===== src/sv/clcd_pkg.sv =====
// ----------------------------------------------------------------------------
// clcd_pkg
// Shared types, codes and the microcode program of the character-LCD writer.
// ----------------------------------------------------------------------------
package clcd_pkg;

	localparam int ROWS_DEFAULT    = 4;
	localparam int COLUMNS_DEFAULT = 20;

	// request commands
	localparam logic [1:0] CMD_WRITE  = 2'd0;
	localparam logic [1:0] CMD_SETPOS = 2'd1;
	localparam logic [1:0] CMD_INIT   = 2'd2;
	localparam logic [1:0] CMD_STYLE  = 2'd3;

	// control characters
	localparam logic [7:0] CH_LF    = 8'd10;
	localparam logic [7:0] CH_CLEAR = 8'd12;
	localparam logic [7:0] CH_CR    = 8'd13;
	localparam logic [7:0] CH_SPACE = 8'h20;

	localparam logic [1:0] STYLE_HIDDEN    = 2'd0;
	localparam logic [1:0] STYLE_UNDERLINE = 2'd1;
	localparam logic [1:0] STYLE_BLINK     = 2'd2;

	typedef enum logic [1:0] {SRC_CURSOR, SRC_CONST, SRC_CHAR, SRC_STYLE} src_t;
	typedef enum logic [1:0] {CUR_KEEP, CUR_ADVANCE, CUR_ZERO, CUR_LOAD} cur_op_t;
	typedef enum logic [1:0] {SEQ_NEXT, SEQ_END, SEQ_GOTO, SEQ_BR_COLZ} seq_t;

	localparam int UPC_W = 5;
	typedef logic [UPC_W-1:0] upc_t;

	// program entry points
	localparam upc_t UA_INIT      = 5'd0;
	localparam upc_t UA_CR        = 5'd10;
	localparam upc_t UA_LF        = 5'd11;
	localparam upc_t UA_LF_TEST   = 5'd12;
	localparam upc_t UA_LF_DONE   = 5'd14;
	localparam upc_t UA_CLEAR     = 5'd15;
	localparam upc_t UA_CHAR      = 5'd18;
	localparam upc_t UA_SETPOS    = 5'd20;
	localparam upc_t UA_STYLE     = 5'd22;
	localparam upc_t UA_STYLE_NOP = 5'd23;

	typedef struct packed {
		logic       emit;
		src_t       src;
		logic [7:0] lit;
		logic       rs;
		logic       nib;
		logic       last;
		cur_op_t    cur;
		seq_t       seq;
		upc_t       target;
	} uword_t;

	function automatic uword_t uw(logic emit, src_t src, logic [7:0] lit, logic rs,
			logic nib, logic last, cur_op_t cur, seq_t seq, upc_t target);
		uword_t w;
		w.emit   = emit;
		w.src    = src;
		w.lit    = lit;
		w.rs     = rs;
		w.nib    = nib;
		w.last   = last;
		w.cur    = cur;
		w.seq    = seq;
		w.target = target;
		return w;
	endfunction

	// control store
	function automatic uword_t ucode(upc_t pc);
		uword_t w;
		case (pc)
			// initialize: four nibbles, then six instructions
			5'd0:  w = uw(1'b1, SRC_CONST, 8'h30, 1'b0, 1'b1, 1'b0, CUR_ZERO, SEQ_NEXT, '0);
			5'd1:  w = uw(1'b1, SRC_CONST, 8'h30, 1'b0, 1'b1, 1'b0, CUR_KEEP, SEQ_NEXT, '0);
			5'd2:  w = uw(1'b1, SRC_CONST, 8'h30, 1'b0, 1'b1, 1'b0, CUR_KEEP, SEQ_NEXT, '0);
			5'd3:  w = uw(1'b1, SRC_CONST, 8'h20, 1'b0, 1'b1, 1'b0, CUR_KEEP, SEQ_NEXT, '0);
			5'd4:  w = uw(1'b1, SRC_CONST, 8'h28, 1'b0, 1'b0, 1'b0, CUR_KEEP, SEQ_NEXT, '0);
			5'd5:  w = uw(1'b1, SRC_CONST, 8'h08, 1'b0, 1'b0, 1'b0, CUR_KEEP, SEQ_NEXT, '0);
			5'd6:  w = uw(1'b1, SRC_CONST, 8'h0F, 1'b0, 1'b0, 1'b0, CUR_KEEP, SEQ_NEXT, '0);
			5'd7:  w = uw(1'b1, SRC_CONST, 8'h01, 1'b0, 1'b0, 1'b0, CUR_KEEP, SEQ_NEXT, '0);
			5'd8:  w = uw(1'b1, SRC_CONST, 8'h06, 1'b0, 1'b0, 1'b0, CUR_KEEP, SEQ_NEXT, '0);
			5'd9:  w = uw(1'b1, SRC_CONST, 8'h02, 1'b0, 1'b0, 1'b1, CUR_KEEP, SEQ_END, '0);
			// carriage return
			5'd10: w = uw(1'b1, SRC_CURSOR, 8'h00, 1'b0, 1'b0, 1'b1, CUR_KEEP, SEQ_END, '0);
			// line feed: pad with spaces until column wraps to zero
			5'd11: w = uw(1'b1, SRC_CURSOR, 8'h00, 1'b0, 1'b0, 1'b0, CUR_KEEP, SEQ_NEXT, '0);
			5'd12: w = uw(1'b0, SRC_CONST, 8'h00, 1'b0, 1'b0, 1'b0, CUR_KEEP, SEQ_BR_COLZ,
					UA_LF_DONE);
			5'd13: w = uw(1'b1, SRC_CONST, CH_SPACE, 1'b1, 1'b0, 1'b0, CUR_ADVANCE, SEQ_GOTO,
					UA_LF_TEST);
			5'd14: w = uw(1'b1, SRC_CURSOR, 8'h00, 1'b0, 1'b0, 1'b1, CUR_KEEP, SEQ_END, '0);
			// clear screen
			5'd15: w = uw(1'b1, SRC_CURSOR, 8'h00, 1'b0, 1'b0, 1'b0, CUR_KEEP, SEQ_NEXT, '0);
			5'd16: w = uw(1'b1, SRC_CONST, 8'h02, 1'b0, 1'b0, 1'b0, CUR_ZERO, SEQ_NEXT, '0);
			5'd17: w = uw(1'b1, SRC_CONST, 8'h01, 1'b0, 1'b0, 1'b1, CUR_KEEP, SEQ_END, '0);
			// printable character
			5'd18: w = uw(1'b1, SRC_CURSOR, 8'h00, 1'b0, 1'b0, 1'b0, CUR_KEEP, SEQ_NEXT, '0);
			5'd19: w = uw(1'b1, SRC_CHAR, 8'h00, 1'b1, 1'b0, 1'b1, CUR_ADVANCE, SEQ_END, '0);
			// set position
			5'd20: w = uw(1'b0, SRC_CONST, 8'h00, 1'b0, 1'b0, 1'b0, CUR_LOAD, SEQ_NEXT, '0);
			5'd21: w = uw(1'b1, SRC_CURSOR, 8'h00, 1'b0, 1'b0, 1'b1, CUR_KEEP, SEQ_END, '0);
			// cursor style
			5'd22: w = uw(1'b1, SRC_STYLE, 8'h00, 1'b0, 1'b0, 1'b1, CUR_KEEP, SEQ_END, '0);
			5'd23: w = uw(1'b0, SRC_CONST, 8'h00, 1'b0, 1'b0, 1'b0, CUR_KEEP, SEQ_END, '0);
			default: w = uw(1'b0, SRC_CONST, 8'h00, 1'b0, 1'b0, 1'b0, CUR_KEEP, SEQ_END, '0);
		endcase
		return w;
	endfunction

	function automatic logic [7:0] row_base(logic [1:0] r);
		logic [7:0] b;
		case (r)
			2'd0:    b = 8'h80;
			2'd1:    b = 8'hC0;
			2'd2:    b = 8'h94;
			2'd3:    b = 8'hD4;
			default: b = 8'h80;
		endcase
		return b;
	endfunction

	function automatic logic [7:0] style_cmd(logic [1:0] s);
		logic [7:0] b;
		case (s)
			STYLE_HIDDEN:    b = 8'h0C;
			STYLE_UNDERLINE: b = 8'h0E;
			STYLE_BLINK:     b = 8'h0F;
			default:         b = 8'h0C;
		endcase
		return b;
	endfunction

endpackage


===== src/sv/char_lcd_text_writer_top.sv =====
// ----------------------------------------------------------------------------
// char_lcd_text_writer_top
// Microcoded sequencer turning text requests into character-LCD transactions.
// ----------------------------------------------------------------------------
//
//   channel | dir | beat contents
//   --------+-----+-----------------------------------------------------------
//   s_*     | in  | one request: command, char, row, column, cursor style
//   m_*     | out | one LCD transaction: register select, byte, nibble flag
//
// Steps: one control word per cycle unless an emitting step stalls. A request
// is accepted, then runs its program steps: 1 to 3 steps for most requests
// (3 for clear screen), 10 for initialize, up to 2*COLUMNS+1 for a line feed
// (two steps per pad space).
// The step counter walks the control store; the request port is held off
// until the program reaches its end step.
// Stalls: a step that emits waits while the output register holds a beat
// not yet taken; a new request is taken while the last beat still waits.
// Reset: cursor at row 0, column 0, sequencer idle, no beat pending.
//
module char_lcd_text_writer_top #(
	parameter int ROWS    = clcd_pkg::ROWS_DEFAULT,
	parameter int COLUMNS = clcd_pkg::COLUMNS_DEFAULT
) (
	input  logic        clk,
	input  logic        arst_n,
	input  logic        s_tvalid,
	output logic        s_tready,
	input  logic [23:0] s_tdata,  // char_code[7:0], row[9:8], column[14:10],
	                              // cursor_style[16:15], zero fill
	input  logic [1:0]  s_tuser,  // command[1:0]
	output logic        m_tvalid,
	input  logic        m_tready,
	output logic [7:0]  m_tdata,  // lcd_byte[7:0]
	output logic [1:0]  m_tuser,  // register_select[0], nibble_only[1]
	output logic        m_tlast   // last
);
	import clcd_pkg::*;

	localparam int COL_W = (COLUMNS > 1) ? $clog2(COLUMNS) : 1;
	localparam int SAT_W = (COL_W > 5) ? COL_W : 5;

	// request fields
	logic [1:0] in_command;
	logic [7:0] in_char;
	logic [1:0] in_row;
	logic [4:0] in_column;
	logic [1:0] in_style;

	assign in_command = s_tuser;
	assign in_char    = s_tdata[7:0];
	assign in_row     = s_tdata[9:8];
	assign in_column  = s_tdata[14:10];
	assign in_style   = s_tdata[16:15];

	// sequencer and cursor state
	logic             busy_q;
	upc_t             upc_q;
	upc_t             upc_d;
	upc_t             entry;
	logic [1:0]       row_q;
	logic [COL_W-1:0] col_q;

	// latched request operands
	logic [7:0] char_q;
	logic [1:0] set_row_q;
	logic [4:0] set_col_q;
	logic [1:0] style_q;

	// output register
	logic       m_tvalid_q;
	logic [7:0] byte_q;
	logic       rs_q;
	logic       nib_q;
	logic       last_q;

	uword_t     uw_cur;
	logic       accept;
	logic       stall;
	logic       step;
	logic       col_zero;
	logic [7:0] emit_byte;
	logic [7:0] cursor_addr;

	assign s_tready = !busy_q;
	assign accept   = s_tvalid && s_tready;

	assign uw_cur   = ucode(upc_q);
	// an emitting step waits for a free output register
	assign stall    = uw_cur.emit && m_tvalid_q && !m_tready;
	assign step     = busy_q && !stall;
	assign col_zero = (col_q == '0);

	assign cursor_addr = row_base(row_q) + 8'(col_q);

	// program entry by request kind
	always_comb begin
		case (in_command)
			CMD_WRITE: begin
				if (in_char == CH_CR)
					entry = UA_CR;
				else if (in_char == CH_LF)
					entry = UA_LF;
				else if (in_char == CH_CLEAR)
					entry = UA_CLEAR;
				else
					entry = UA_CHAR;
			end
			CMD_SETPOS: entry = UA_SETPOS;
			CMD_INIT:   entry = UA_INIT;
			CMD_STYLE: begin
				// style code 3 runs an empty step and emits nothing
				if (in_style == STYLE_HIDDEN || in_style == STYLE_UNDERLINE ||
						in_style == STYLE_BLINK)
					entry = UA_STYLE;
				else
					entry = UA_STYLE_NOP;
			end
			default: entry = UA_STYLE_NOP;
		endcase
	end

	// next step
	always_comb begin
		case (uw_cur.seq)
			SEQ_NEXT:    upc_d = upc_q + 1'b1;
			SEQ_GOTO:    upc_d = uw_cur.target;
			SEQ_BR_COLZ: upc_d = col_zero ? uw_cur.target : upc_q + 1'b1;
			SEQ_END:     upc_d = upc_q;
			default:     upc_d = upc_q;
		endcase
	end

	// datapath byte select
	always_comb begin
		case (uw_cur.src)
			SRC_CURSOR: emit_byte = cursor_addr;
			SRC_CONST:  emit_byte = uw_cur.lit;
			SRC_CHAR:   emit_byte = char_q;
			SRC_STYLE:  emit_byte = style_cmd(style_q);
			default:    emit_byte = uw_cur.lit;
		endcase
	end

	always_ff @(posedge clk or negedge arst_n) begin
		if (!arst_n) begin
			busy_q <= 1'b0;
			upc_q  <= UA_INIT;
		end else if (accept) begin
			busy_q <= 1'b1;
			upc_q  <= entry;
		end else if (step) begin
			if (uw_cur.seq == SEQ_END)
				busy_q <= 1'b0;
			upc_q <= upc_d;
		end
	end

	always_ff @(posedge clk) begin
		if (accept) begin
			char_q    <= in_char;
			set_row_q <= in_row;
			set_col_q <= in_column;
			style_q   <= in_style;
		end
	end

	// cursor updates
	always_ff @(posedge clk or negedge arst_n) begin
		if (!arst_n) begin
			row_q <= '0;
			col_q <= '0;
		end else if (step) begin
			case (uw_cur.cur)
				CUR_ADVANCE: begin
					if (col_q == COL_W'(COLUMNS - 1)) begin
						col_q <= '0;
						row_q <= (row_q == 2'(ROWS - 1)) ? 2'd0 : row_q + 2'd1;
					end else begin
						col_q <= col_q + 1'b1;
					end
				end
				CUR_ZERO: begin
					row_q <= '0;
					col_q <= '0;
				end
				CUR_LOAD: begin
					row_q <= (set_row_q > 2'(ROWS - 1)) ? 2'(ROWS - 1) : set_row_q;
					col_q <= (SAT_W'(set_col_q) > SAT_W'(COLUMNS - 1)) ?
						COL_W'(COLUMNS - 1) : COL_W'(set_col_q);
				end
				CUR_KEEP: begin
					row_q <= row_q;
				end
				default: begin
					row_q <= row_q;
				end
			endcase
		end
	end

	// output register
	always_ff @(posedge clk or negedge arst_n) begin
		if (!arst_n) begin
			m_tvalid_q <= 1'b0;
		end else begin
			if (m_tvalid_q && m_tready)
				m_tvalid_q <= 1'b0;
			if (step && uw_cur.emit)
				m_tvalid_q <= 1'b1;
		end
	end

	always_ff @(posedge clk) begin
		if (step && uw_cur.emit) begin
			byte_q <= emit_byte;
			rs_q   <= uw_cur.rs;
			nib_q  <= uw_cur.nib;
			last_q <= uw_cur.last;
		end
	end

	assign m_tvalid = m_tvalid_q;
	assign m_tdata  = byte_q;
	assign m_tuser  = {nib_q, rs_q};
	assign m_tlast  = last_q;

endmodule


===== config.mk =====
export PLATFORM = sky130hd
export DESIGN_NAME = char_lcd_text_writer_top
export DESIGN_NICKNAME = d
export VERILOG_FILES = /design/src/sv/clcd_pkg.sv /design/src/sv/char_lcd_text_writer_top.sv
export SDC_FILE = /design/constraint.sdc
export NUM_CORES = 1
export LEC_CHECK = 0
export BUFFER_PORTS_ARGS = -buffer_cell sky130_fd_sc_hd__buf_2
export CAP_MARGIN = 20
export CORE_MARGIN = 2
export CORE_UTILIZATION = 40
export CTS_BUF_LIST = sky130_fd_sc_hd__clkbuf_4
export DETAILED_ROUTE_END_ITERATION = 10
export GPL_TIMING_DRIVEN = 0
export PLACE_DENSITY = 0.58
export SETUP_SLACK_MARGIN = 0.5
export SLEW_MARGIN = 10
export SYNTH_ARGS = -nofsm -noshare
export SYNTH_HDL_FRONTEND = slang
export SYNTH_SLANG_ARGS = --single-unit

===== constraint.sdc =====
create_clock -name clk -period 4.5 [get_ports clk]
set_clock_uncertainty 0.05 [all_clocks]
set_input_delay 0.45 -clock clk [delete_from_list [all_inputs] [get_ports clk]]
set_output_delay 0.45 -clock clk [all_outputs]
set_load 0.02 [all_outputs]

# After elaboration in Yosys (flattened, before gate mapping)

Memory sizes are Yosys's and may differ from the RTL's.
Cells that the tools add are included.

Flip-flop bits (word level): 42
ROM bits: 608
Input bits: 30
Output and inout bits: 13
Logic and storage cells: 96
Memories: 1

$add $sub $neg: 4
Magnitude comparators: 2
Equality and inequality tests: 25
Multiplexer cells: 24
Bitwise logic cells: 1
Reductions and logical operators: 26

Memory list:

| memory          | words | bits a word | rd ports | clocked after memory_dff | wr ports | RTL line       | text |
|---|---|---|---|---|---|---|---|
| (no name shown) | 32    | 19          | 1        | 0                        | 0        | clcd_pkg.sv:75 | `case (pc)` |

Operator list:

| cell                                                  | number |
|---|---|
| case mux 8 bit (4 select lines)                       | 2 |
| two-way mux 5 bit                                     | 8 |
| case mux 5 bit (3 select lines)                       | 2 |
| equality test 2 bit (second input constant)           | 12 |
| equality test 8 x 4 -> 1 bit (second input constant)  | 3 |
| case mux 5 bit (4 select lines)                       | 1 |
| equality test 2 x 1 -> 1 bit (second input constant)  | 7 |
| logical NOT 2 bit                                     | 6 |
| adder 5 x 1 -> 5 bit (second input constant)          | 2 |
| adder 8 x 5 -> 8 bit                                  | 1 |
| logical AND 1 bit                                     | 6 |
| two-way mux 1 bit                                     | 6 |
| two-way mux 2 bit                                     | 3 |
| case mux 2 bit (3 select lines)                       | 1 |
| AND reduction 2 bit                                   | 3 |
| nonzero test 2 bit                                    | 3 |
| equality test 5 bit (second input constant)           | 1 |
| greater-than comparator 5 bit (second input constant) | 1 |
| logical NOT 5 bit                                     | 1 |
| inequality test 2 bit (second input constant)         | 2 |
| case mux 2 bit (2 select lines)                       | 1 |
| logical NOT 1 bit                                     | 3 |
| AND reduction 3 bit                                   | 1 |
| nonzero test 3 bit                                    | 1 |
| other kinds (4)                                       | 5 |

# Longest topological paths before layout

An unclocked memory read counts as a cell.

Depth after elaboration: 7
Gate-level depth with buffers: 9
Depth with buffers taken out: 9

# Least setup slack after synthesis

Ideal clock, no wire load.

Kind: register to register
From: reg upc_q[0]
To: reg upc_q[0]
Library setup time: 0.126 ns
Arrival time: 2.051 ns
Slack: 2.273 ns
Stages on the path, launching flop included: 9
Path buffers: 1
Clock period less this slack: 2.227 ns
Path through: dfrtp_1 -> inv_1 -> ha_1 -> buf_6 -> or2b_1 -> o211a_2 -> or3_1 -> and2_4 -> a221o_1

Word-level cells in the longest chain between the ends: 7
Elaborated cells between the ends (all ways): 17
Those cells by class: add/sub (1); eq/ne (4); mux (4); reduce/logical (7); memory (1)

RTL lines:

| item                                                                              | RTL line                        | text |
|---|---|---|
| start, declared                                                                   | char_lcd_text_writer_top.sv:58  | `upc_t upc_q;` |
| start signal, assigned                                                            | char_lcd_text_writer_top.sv:151 | `upc_q <= entry;` |
| start signal, assigned                                                            | char_lcd_text_writer_top.sv:155 | `upc_q <= upc_d;` |
| parallel branches: the longest is 7 deep, another holds memory read (32 x 19 bit) | n/a                             |  |

Parallel ways; which one is timed is not known. The select of a mux whose other input is x is not followed.
A chain may end at the register's enable or synchronous reset.

# Worst setup path in the final report

From: reg upc_q[1]
To: reg upc_q[1]

The elaborated chain is that of the path after synthesis.

==> key figures <==
Synth
  • Syn nets: 306
  • EDFF count, synth: 28
  • Synth Cell Area: 2630 sq um
  • Mapped Cells: 255
  • Yosys reg bits: between 40 and 50
  • Post-synth ARST share: 33.3%
  • Sequential cell area fraction in the yosys report: 45.2%
  • Post-synthesis cell type count: 62
  • Synthesis warning total: 0
  • Syn Area/Cell: 10.3 sq um
  • Most used DFF post-synth: edfxtp_1

Setup path
  • FF-to-FF setup slack: 1.90 ns
  • Worst r2r src: upc_q[1]
  • Most common cell on crit path: a21oi_1
  • Critical path class: flip-flop to flip-flop
  • WP data required: 4.70 ns
  • R2R depth: 7
  • Cell Chain, Critical Path: inv_1 > ha_1 > nand2b_1 > a21oi_1 > o21a_1 > a21oi_1 > a221o_1
  • CP bufs+invs: 1
  • Delay-heaviest family, CP: compound AO/OA/AOI/OAI gates
  • Setup crit start kind: flip-flop
  • Worst path slowest cell: dfrtp_1
  • Crit Path Max Fanout: 9
  • Crit path capture type: flip-flop
  • CP max stage delay: 0.55 ns
  • Stages on the worst setup path: 7
  • Crit path DAT: roughly 2.8 ns
  • Crit Reg-Reg Endpoint: upc_q[1]

Cells and area
  • Commonest cells after routing, fill and taps aside: buf_2 (36), edfxtp_1 (28), nor2_1 (21), ha_1 (21), nand2_1 (20)
  • # nets final: 349
  • Most common cell after layout, fill and taps aside: buf_2
  • Layout cell share with drive strength beyond 1: a little under a fifth
  • Design Area, Final: 2970 sq um
  • Inserted Diodes: 0
  • Area delta synth->final: 12.9%

Hold path
  • Hold path depth: 1
  • Worst min-delay path class: input pin to flip-flop
  • Min-delay src: s_tdata[12]
  • Hold endpoint: set_col_q[2]

GRT
  • Congestion Overflow GR: 0
  • Antenna violations before repair: 0
  • Pin count of the biggest net entering global routing: 21
  • Vias in the first global route: just under 2000
  • Global-route wire length before repair: 9350 um
  • GRT Overall Usage: 16.3%

Pwr
  • Leak pwr: 1.27 nW
  • Power density over the cells: 728 nW/um^2
  • Max VDD drop: 0.000303 V

Floorplan
  • Die Ht: 85.1 um
  • Starting Density: 41.5%
  • Core ar.: 6350 sq um
  • Die Footprint: 7250 sq um
  • IO Pins: 43
  • Row cnt: 29
  • Die width: 85.1 um

Clock tree
  • Cts repair resizes: 0
  • Skew-Pair Late Insertion Delay: 0.35 ns
  • Clock edge transition at the registers on the reported setup and hold paths: 0.13 ns
  • CTS tree: done
  • CTS sink count: 42
  • Clk root buf: clkbuf_4
  • CTS Buf Count: 5
  • Post-CTS Setup Bufs: 0
  • H-tree depth: 2
  • CTS max path bufs: 2

Timing
  • RSZ-0062 raised after global routing: no
  • Setup tns final: 0 ns
  • Max frequency: 385 MHz
  • Slew @ Worst Pin: 0.828 ns
  • Final setup fails: 0
  • Fin crit share: 57.8%
  • Slew margin rel.: 44.6%
  • Final hold vios: 0
  • Crit path time final: 2.60 ns
  • Slew Limit Fails: 0

Place
  • # port buffers: 35
  • Placed Area: 2910 sq um
  • DP Wirelength: approximately 4400 um
  • GP Congestion: 0.870

Detailed routing
  • Via density: 5.48
  • Vias: ~2000
  • Number of iterations in the first detailed-routing pass: 5
  • Routed WL per cell: roughly 15 um
  • Initial drt markers: 165
  • Post-DRT Antenna Nets: 0
  • Final WL: 5670 um
  • Residual DRC count: 0

Status
  • Status: completed

Flow run
  • Maxcap violations: 0
==> metal layers <==
layer  track usage (%)  wire [um]
met1              22.6       2680
met2              25.9       2610
met3              2.92        346
met4              5.63         40
met5                 0          0
==> where the power goes <==
| part | internal (mW) | switching [mW] |
|---|---|---|
| sequential | 0.602 | 0.0956 |
| clock | 0.0609 | 0.130 |
| combinational | 0.508 | 0.767 |
==> worst max path at each step <==
stage | start | slack [ns] | end
floorplan | upc_q[0] | 2.27 | upc_q[0]
detailed placement | upc_q[1] | 1.89 | m_tdata[7]
finish | upc_q[1] | 1.90 | upc_q[1]
global placement | upc_q[0] | 1.92 | upc_q[1]
global route | upc_q[0] | 1.70 | m_tdata[6]
CTS | upc_q[1] | 1.87 | m_tdata[6]
==> kinds of logic after synthesis <==
group                      count (synthesis)  share of synthesized area (%)
AOI/OAI and AO/OA                         62                           17.3
xor gates and xnor gates                   2                          0.665
buffers and inverters                     28                           5.08
adders and majority gates                 21                           9.98
and+or+nand+nor                           89                           17.5
DFF                                       42                           45.2
muxes                                     11                           4.23
==> final cells by class <==
cell class	instances	area, sq um
Clock inverter	3	21.3
Clock buffer	5	37.5
Buffer	13	77.6
Multi-Input combinational cell	185	1310
Fill cell	592	3380
Tap cell	77	96.3
Timing Repair Buffer	36	185
Inverter	15	56.3
Sequential cell	42	1190
==> cells in the mapped netlist, types with 2 or more instances <==
| cell type | count | share of area (%) |
|---|---|---|
| edfxtp_1 | 28 | 32 |
| ha_1 | 21 | 10 |
| nor2_1 | 21 | 3.0 |
| nand2_1 | 20 | 2.9 |
| inv_1 | 15 | 2.1 |
| dfrtp_1 | 14 | 13 |
| a21oi_1 | 11 | 2.1 |
| mux2i_1 | 10 | 3.8 |
| nand3_1 | 9 | 1.7 |
| o21ai_0 | 8 | 1.5 |
| a22oi_1 | 7 | 2.0 |
| nand2b_1 | 6 | 1.4 |
| nor3_1 | 6 | 1.1 |
| buf_4 | 5 | 1.4 |
| clkbuf_1 | 5 | 0.71 |
| nor2b_1 | 5 | 1.2 |
| o21a_1 | 4 | 1.1 |
| nand3b_1 | 3 | 0.86 |
| o211ai_1 | 3 | 0.86 |
| o2bb2ai_1 | 3 | 1.0 |
| a221o_1 | 2 | 0.76 |
| a2bb2oi_1 | 2 | 0.67 |
| a31oi_1 | 2 | 0.47 |
| and2_1 | 2 | 0.47 |
| nor3b_1 | 2 | 0.57 |
| o22ai_1 | 2 | 0.47 |
| o32a_1 | 2 | 0.76 |
| or3_1 | 2 | 0.47 |
| xnor2_1 | 2 | 0.67 |
==> what timing repair did <==
item | in CTS | in global routing
endpoints found under the setup margin | 0 | 0
endpoints found under the hold margin | 14 | 0
hold buffers | 1 | 0
==> sequential cells by signal (all words and copies together) (netlist names) <==
register / count
nib_q: 1
col_q: 5
m_tdata: 8
rs_q: 1
set_row_q: 2
m_tvalid: 1
busy_q: 1
style_q: 2
char_q: 8
upc_q: 5
set_col_q: 5
row_q: 2
m_tlast: 1
==> per-stage QoR <==
| step | utilization (%) | hold WS (ns) | cells | setup WS [ns] | total power [mW] |
|---|---|---|---|---|---|
| 2_1_floorplan | - | 0.104 | 255 | 2.27 | 1.65 |
| 3_3_place_gp | 45.8 | 0.330 | 367 | 1.92 | 1.96 |
| 3_5_place_dp | 45.8 | 0.336 | 367 | 1.89 | 1.98 |
| 4_1_cts | 46.8 | 0.189 | 376 | 1.87 | 2.18 |
| 5_1_grt | 46.8 | 0.170 | 376 | 1.70 | 2.35 |
| 6_report | 46.8 | 0.212 | 376 | 1.90 | 2.16 |
(Power assumes the default switching activity.)
